[src/hdl/stpt_pkg.sv]
// ----------------------------------------------------------------------------
// stpt_pkg
// Sizes, derived widths and shared types of the sieve-backed primality tester.
// ----------------------------------------------------------------------------
package stpt_pkg;

    localparam int SIEVE_LIMIT = 16384;
    localparam int VALUE_BITS  = 28;
    localparam int PRIME_SLOTS = 1900;

    localparam int PRIME_BITS  = $clog2(SIEVE_LIMIT);
    localparam int SLOT_BITS   = $clog2(PRIME_SLOTS);
    localparam int COUNT_BITS  = $clog2(PRIME_SLOTS + 1);
    localparam int MULT_BITS   = PRIME_BITS + 1;
    localparam int SQ_BITS     = 2 * PRIME_BITS;
    localparam int CMP_BITS    = (SQ_BITS > VALUE_BITS) ? SQ_BITS : VALUE_BITS;

    // remainder unit: dividend bits retired per cycle
    localparam int STEP_BITS     = 4;
    localparam int DIV_STEPS     = (VALUE_BITS + STEP_BITS - 1) / STEP_BITS;
    localparam int DIV_BITS      = DIV_STEPS * STEP_BITS;
    localparam int STEP_CNT_BITS = (DIV_STEPS > 1) ? $clog2(DIV_STEPS) : 1;

    localparam int IN_TDATA_BITS  = ((VALUE_BITS + 7) / 8) * 8;
    localparam int OUT_TDATA_BITS = 8;

    function automatic int f_ceil_sqrt(input int v);
        int r;
        r = 0;
        while (r * r < v) begin
            r++;
        end
        return r;
    endfunction

    // primes below this bound are the only ones whose multiples get marked
    localparam int SIEVE_ROOT = f_ceil_sqrt(SIEVE_LIMIT);

    typedef struct packed {
        logic                  start;
        logic [VALUE_BITS-1:0] dividend;
        logic [PRIME_BITS-1:0] divisor;
    } t_rem_req;

    typedef struct packed {
        logic                  done;
        logic [PRIME_BITS-1:0] rem;
    } t_rem_rsp;

endpackage

[src/hdl/stpt_rem.sv]
// ----------------------------------------------------------------------------
// stpt_rem
// Shared remainder unit: restoring division, STEP_BITS dividend bits a cycle.
// ----------------------------------------------------------------------------
module stpt_rem (
    input  logic              i_clk,
    input  logic              i_rst_n,
    input  stpt_pkg::t_rem_req i_req,
    output stpt_pkg::t_rem_rsp o_rsp
);

    logic                                  r_busy;
    logic                                  n_busy;
    logic                                  r_done;
    logic                                  n_done;
    logic [stpt_pkg::STEP_CNT_BITS-1:0]    r_cnt;
    logic [stpt_pkg::STEP_CNT_BITS-1:0]    n_cnt;
    logic [stpt_pkg::DIV_BITS-1:0]         r_sh;
    logic [stpt_pkg::DIV_BITS-1:0]         n_sh;
    logic [stpt_pkg::PRIME_BITS-1:0]       r_rem;
    logic [stpt_pkg::PRIME_BITS-1:0]       n_rem;
    logic [stpt_pkg::PRIME_BITS-1:0]       r_div;
    logic [stpt_pkg::PRIME_BITS-1:0]       n_div;
    logic [stpt_pkg::PRIME_BITS-1:0]       step_rem;
    logic [stpt_pkg::PRIME_BITS:0]         trial;

    // one step: STEP_BITS chained compare and subtract on narrow values
    always_comb begin
        step_rem = r_rem;
        trial    = '0;
        for (int j = 0; j < stpt_pkg::STEP_BITS; j++) begin
            trial = {step_rem, r_sh[stpt_pkg::DIV_BITS-1-j]};
            if (trial >= {1'b0, r_div}) begin
                step_rem = stpt_pkg::PRIME_BITS'(trial - {1'b0, r_div});
            end else begin
                step_rem = trial[stpt_pkg::PRIME_BITS-1:0];
            end
        end
    end

    always_comb begin
        n_busy = r_busy;
        n_done = 1'b0;
        n_cnt  = r_cnt;
        n_sh   = r_sh;
        n_rem  = r_rem;
        n_div  = r_div;
        if (i_req.start) begin
            n_busy = 1'b1;
            n_cnt  = '0;
            n_sh   = stpt_pkg::DIV_BITS'(i_req.dividend);
            n_rem  = '0;
            n_div  = i_req.divisor;
        end else if (r_busy) begin
            n_sh  = r_sh << stpt_pkg::STEP_BITS;
            n_rem = step_rem;
            n_cnt = r_cnt + 1'b1;
            if (r_cnt == stpt_pkg::STEP_CNT_BITS'(stpt_pkg::DIV_STEPS - 1)) begin
                n_busy = 1'b0;
                n_done = 1'b1;
            end
        end
    end

    always_ff @(posedge i_clk) begin
        if (!i_rst_n) begin
            r_busy <= 1'b0;
            r_done <= 1'b0;
            r_cnt  <= '0;
        end else begin
            r_busy <= n_busy;
            r_done <= n_done;
            r_cnt  <= n_cnt;
        end
    end

    always_ff @(posedge i_clk) begin
        r_sh  <= n_sh;
        r_rem <= n_rem;
        r_div <= n_div;
    end

    assign o_rsp.done = r_done;
    assign o_rsp.rem  = r_rem;

endmodule

[config.mk]
export PLATFORM = sky130hd
export DESIGN_NAME = stpt_rem
export DESIGN_NICKNAME = d
export VERILOG_FILES = /design/src/hdl/stpt_pkg.sv /design/src/hdl/stpt_rem.sv
export SDC_FILE = /design/constraint.sdc
export NUM_CORES = 1
export LEC_CHECK = 0
export BUFFER_PORTS_ARGS = -buffer_cell sky130_fd_sc_hd__buf_4
export CORE_ASPECT_RATIO = 1.2
export CORE_MARGIN = 2
export CORE_UTILIZATION = 60
export CTS_BUF_LIST = sky130_fd_sc_hd__clkbuf_4
export DETAILED_ROUTE_END_ITERATION = 7
export PLACE_DENSITY = 0.87
export SKIP_LAST_GASP = 1
export SLEW_MARGIN = 20
export SYNTH_ARGS = -nofsm -noshare
export SYNTH_HDL_FRONTEND = slang
export SYNTH_SLANG_ARGS = --single-unit
[constraint.sdc]
create_clock -name i_clk -period 11.5 [get_ports i_clk]
set_clock_uncertainty 0.15 [all_clocks]
set_input_delay 0.575 -clock i_clk [delete_from_list [all_inputs] [get_ports i_clk]]
set_output_delay 0.575 -clock i_clk [all_outputs]
set_load 0.005 [all_outputs]
## After elaboration in Yosys (flattened, before gate mapping)

Index checks and enable logic that the tools add are counted.

- $add $sub $neg: 5
- Magnitude comparators: 4
- Equality and inequality tests: 1
- Multiplexer cells: 10
- Bitwise logic cells: 2
- Reductions and logical operators: 3

Operators by type and width:

| kind | number |
|---|---|
| 15-bit by 14-bit greater-or-equal comparator with 1-bit output | 4 |
| 14-bit 2-to-1 mux | 4 |
| 28-bit 2-to-1 mux | 2 |
| 14-bit subtractor | 4 |
| 1-bit 2-to-1 mux | 4 |
| 3-bit by 1-bit adder with 3-bit output (second input constant) | 1 |
| 3-bit == test (second input constant) | 1 |
| 3-bit OR reduction | 1 |
| 1-bit NOT | 2 |
| 2-bit nonzero test | 1 |
| 2-bit OR reduction | 1 |

- Register bits after elaboration: 61
- Input bits: 45
- Output and inout bits: 15
- Logic and storage cells: 31

## Depth between registers and ports, before layout

- Depth in word-level cells: 8
- Mapped depth: 45
- Depth with buffers taken out: 40

## Worst setup path before layout

Ideal clock, no wire load.

- Path type: register to register
- Start: reg r_div[1] (netlist bit)
- End: reg r_rem[2] (netlist bit)
- Setup time: 0.116 ns
- Arrival time: 9.518 ns
- Data required time: 11.234 ns
- Slack: 1.715 ns
- Cell stages (with the launch flop): 41
- Buffers on the path: 4
- Clock period less this slack: 9.785 ns
- Path through: edfxtp_1 -> inv_1 -> ha_1 -> nand3b_1 -> a211oi_1 -> nor3_2 -> a21oi_1 -> a21oi_2 -> clkbuf_1 -> mux2_2 -> ha_1 -> or3_1 -> a2111o_1 -> o22a_1 -> a221o_1 -> a2111oi_0 -> buf_2 -> clkbuf_1 -> [... 5 more ...] -> o31ai_1 -> o2bb2ai_1 -> nand2_1 -> clkbuf_1 -> nor2_1 -> a21oi_1 -> a221oi_1 -> ha_1 -> a21o_1 -> a21oi_1 -> o21ai_0 -> a21oi_1 -> a21oi_1 -> o31a_1 -> nor3_1 -> o2111ai_2 -> a32o_1 -> a31o_2

- Word-level cells in the longest chain between the ends: 8
- Elaborated cells on any way between the ends: 12
- Those cells by class: add/sub: 4; order compare: 4; mux: 4

RTL lines:

| what | RTL line | text |
|---|---|---|
| start: declaration | stpt_rem.sv:22 | `logic [stpt_pkg::PRIME_BITS-1:0] r_div;` |
| start signal: assignment | stpt_rem.sv:80 | `r_div <= n_div;` |
| 14-bit subtractor / 15-bit by 14-bit greater-or-equal comparator with 1-bit output (equally long branches) | stpt_rem.sv:34, stpt_rem.sv:33 |  |
| 14-bit 2-to-1 mux | stpt_rem.sv:33 | `if (trial >= {1'b0, r_div}) begin` |
| 15-bit by 14-bit greater-or-equal comparator with 1-bit output / 14-bit subtractor (equally long branches) | stpt_rem.sv:33, stpt_rem.sv:34 |  |
| 14-bit 2-to-1 mux | stpt_rem.sv:33 |  |
| 14-bit subtractor / 15-bit by 14-bit greater-or-equal comparator with 1-bit output (equally long branches) | stpt_rem.sv:34, stpt_rem.sv:33 |  |
| 14-bit 2-to-1 mux | stpt_rem.sv:33 |  |
| 14-bit subtractor / 15-bit by 14-bit greater-or-equal comparator with 1-bit output (equally long branches) | stpt_rem.sv:34, stpt_rem.sv:33 |  |
| 14-bit 2-to-1 mux (*) | stpt_rem.sv:33 |  |
| end signal: assignment | stpt_rem.sv:79 | `r_rem <= n_rem;` |
| end: declaration | stpt_rem.sv:20 | `logic [stpt_pkg::PRIME_BITS-1:0] r_rem;` |

Every way passes the cells marked *; elsewhere a longest branch is shown, timed or not.
A chain may end at the register's enable or synchronous reset.

## Worst setup path after layout

- Start: reg r_div[2] (netlist bit)
- End: reg r_rem[2] (netlist bit)

The elaborated chain is that of the path after synthesis.

==> results.yml <==
status:
  outcome: "finished, final reports clean"
logic_synthesis:
  ys_seq_area_share_pct: 28.8
  yosys-top-cells-area: "edfxtp_1 (22%), ha_1 (13%), dfxtp_1 (6.7%), mux2_2 (6.1%), a21oi_1 (4.5%)"
  yosysTopAreaCellShare_pct: 22.1
  syn_nets: 732
  synth-seq-cells: 61
  synthArstFlopShare_pct: 0
  ys.flop_type: "edfxtp_1"
  syn_area_mm2: 0.00570
  synth_top_area_cell: "edfxtp_1"
  synth.avg_cell_area_um2: 9.12
  ys_types: 69
  synthCells: 625
  yosysWarnings: 0
  synth-edff-count: 42
route:
  vias: 5116
  antenna_left: 0
  drt-initial-drc-count: 336
  wirelength_um: 15400
  viasPerCell: 6.39
  firstDrtPassIters: 5
  post_drt_wl_per_cell_um: 19.2
  drc_errors: 0
setup_path:
  max_stage_delay_ps: 620
  crit_type: "reg -> reg"
  rr_worst_depth: 38
  crit_fanout: 23
  endpoint_kind: "flip-flop"
  critPathBufInv: 1
  cpMostUsedCell: "a21oi_1"
  r2r_end: "r_rem[2]"
  crit_arrival_ps: 10960
  crit_family: "compound AO/OA/AOI/OAI gates"
  r2r_start: "r_div[2]"
  cp_slowest_cell: "a2111o_1"
  critPathRequiredTime_ps: 11680
  crit_path_start_kind: "flip-flop"
  r2r_setup_slack_ps: 710
floorplan:
  placeableCoreArea_mm2: 0.00913
  die-area_mm2: 0.0103
  rows: 38
  dieHeight_um: 111
  die_w_um: 93.0
  start_util_pct: 62.5
  ios: 60
hold_path:
  hold_path_startpoint: "i_req[3]"
  hold_depth: 1
  hold_path.class: "in -> reg"
  hold_end: "r_div[3]"
timing:
  finalSetupViolCount: 0
  final-max-slew-violation-count: 0
  hold_viol: 0
  tns_ps: 0
  slew_headroom_pct: 29.9
  timing.fmax_mhz: 92.7
  period_share_pct: 93.8
  worst_pin_slew_ps: 1050
  grt_setup_unrepaired: "no"
  fin_crit_ps: 10790
placement:
  dp_hpwl_um: 12100
  port_buffers: 59
  place_congestion: 0.993
clock_network:
  cts_resized: 0
  cts_buffers: 9
  clock_latency_ps: 420
  postCtsSetupRepairBufs: 0
  htreeDepth: 3
  clockRootBuffer: "clkbuf_4"
  ctsHoldBuffers: 0
  ctsLongestPathBuffers: 2
  clk_pin_slew_ps: 110
  tritoncts: "yes"
  cts_sinks: 61
grt:
  grt_max_degree: 60
  overflow: 0
  grt_pass1_wl_um: 24800
  antenna_found_initial: 0
  grt_usage_pct: 30.5
  grt_pass1_vias: 4998
cells_and_area:
  syn2layout_area_growth_pct: 11.5
  n_antenna_cell: 0
  num-nets-final: 783
  drive_gt1_share_pct: 20.0
  fill_cells: 732
flow_run:
  max-cap-violations: 0
layout make-up:
| cell class | instances | area (um2) | share of cell area, % |
|---|---|---|---|
| Inverter | 33 | 124 | 1.95 |
| Multi-Input combinational cell | 508 | 3850 | 60.6 |
| Tap cell | 120 | 150 | 2.36 |
| Sequential cell | 61 | 1640 | 25.8 |
| Clock inverter | 7 | 48.8 | 0.767 |
| Timing Repair Buffer | 63 | 473 | 7.44 |
| Clock buffer | 9 | 67.6 | 1.06 |
layer usage:
metal  share of wire (%)  vias up  routed length, um  global-route usage, %
met4                 3.0        0                468                   11.8
met5                   0        -                  0                      0
met1                  43     2454               6550                   40.7
met3                 6.1       34                945                   4.89
li1                    -     2436                  -                      -
met2                  48      192               7420                   49.5
kinds of logic (layout without fill, tap and decap cells):
group | Yosys count | after routing | share of synthesized area [%]
buffers and inverters | 56 | 112 | 4.06
DFF | 61 | 61 | 28.8
muxes | 48 | 48 | 9.33
AOI/OAI and AO/OA | 164 | 164 | 20.6
and+or+nand+nor | 188 | 188 | 16.0
xor gates and xnor gates | 46 | 46 | 7.07
adders and majority gates | 62 | 62 | 14.1
cell usage after synthesis, drive strengths merged, types with 3 or more instances:
cell type / number
ha: 58
nand2: 56
a21oi: 52
edfxtp: 42
nor2: 42
inv: 33
mux2: 31
xnor2: 28
o21ai: 25
nand3: 21
dfxtp: 19
xor2: 18
a21o: 17
mux2i: 17
clkbuf: 16
nand2b: 15
a311oi: 10
nor3: 10
nand4: 8
a211oi: 7
buf: 7
nor2b: 7
or3: 7
a31oi: 6
and2: 6
o21a: 6
fa: 4
o211a: 4
o211ai: 4
or2: 4
a2111oi: 3
nor4: 3
o221a: 3
o41ai: 3
placed cells by master (no fill, tap or decap), drive strengths merged, types with 19 or more instances in the layout:
master   n
edfxtp  42
ha      58
inv     35
nand2   56
nand3   21
buf     63
a21oi   52
o21ai   25
nor2    42
mux2    31
dfxtp   19
xnor2   28
per-stage QoR:
step	hold slack [ps]	setup WS, ps	cell area [um2]	utilization, %	cells
floorplan	297	1720	5700	-	625
global placement	334	1000	6220	68.2	785
detailed placement	345	697	6220	68.2	785
CTS	135	622	6340	69.4	801
global route	145	130	6360	69.7	801
finish	170	711	6360	69.7	801
flip-flops by register name (all words and copies together) (netlist names):
register  count
r_sh         28
r_rem        14
r_div        14
r_busy        1
r_cnt         3
r_done        1
how the worst max path moves through the flow:
stage                     startpoint       end  cells past startpoint
final                       r_div[2]  r_rem[2]                     38
after global routing        r_div[2]  r_rem[2]                     38
after CTS                   r_div[2]  r_rem[2]                     36
after detailed placement    r_div[2]  r_rem[2]                     38
after global placement      r_div[2]  r_rem[6]                     37
after floorplan             r_div[1]  r_rem[2]                     40
Power is left out: the tool's default activity adds up to more than one toggle a clock period on the data nets, which glitch-free logic cannot reach.
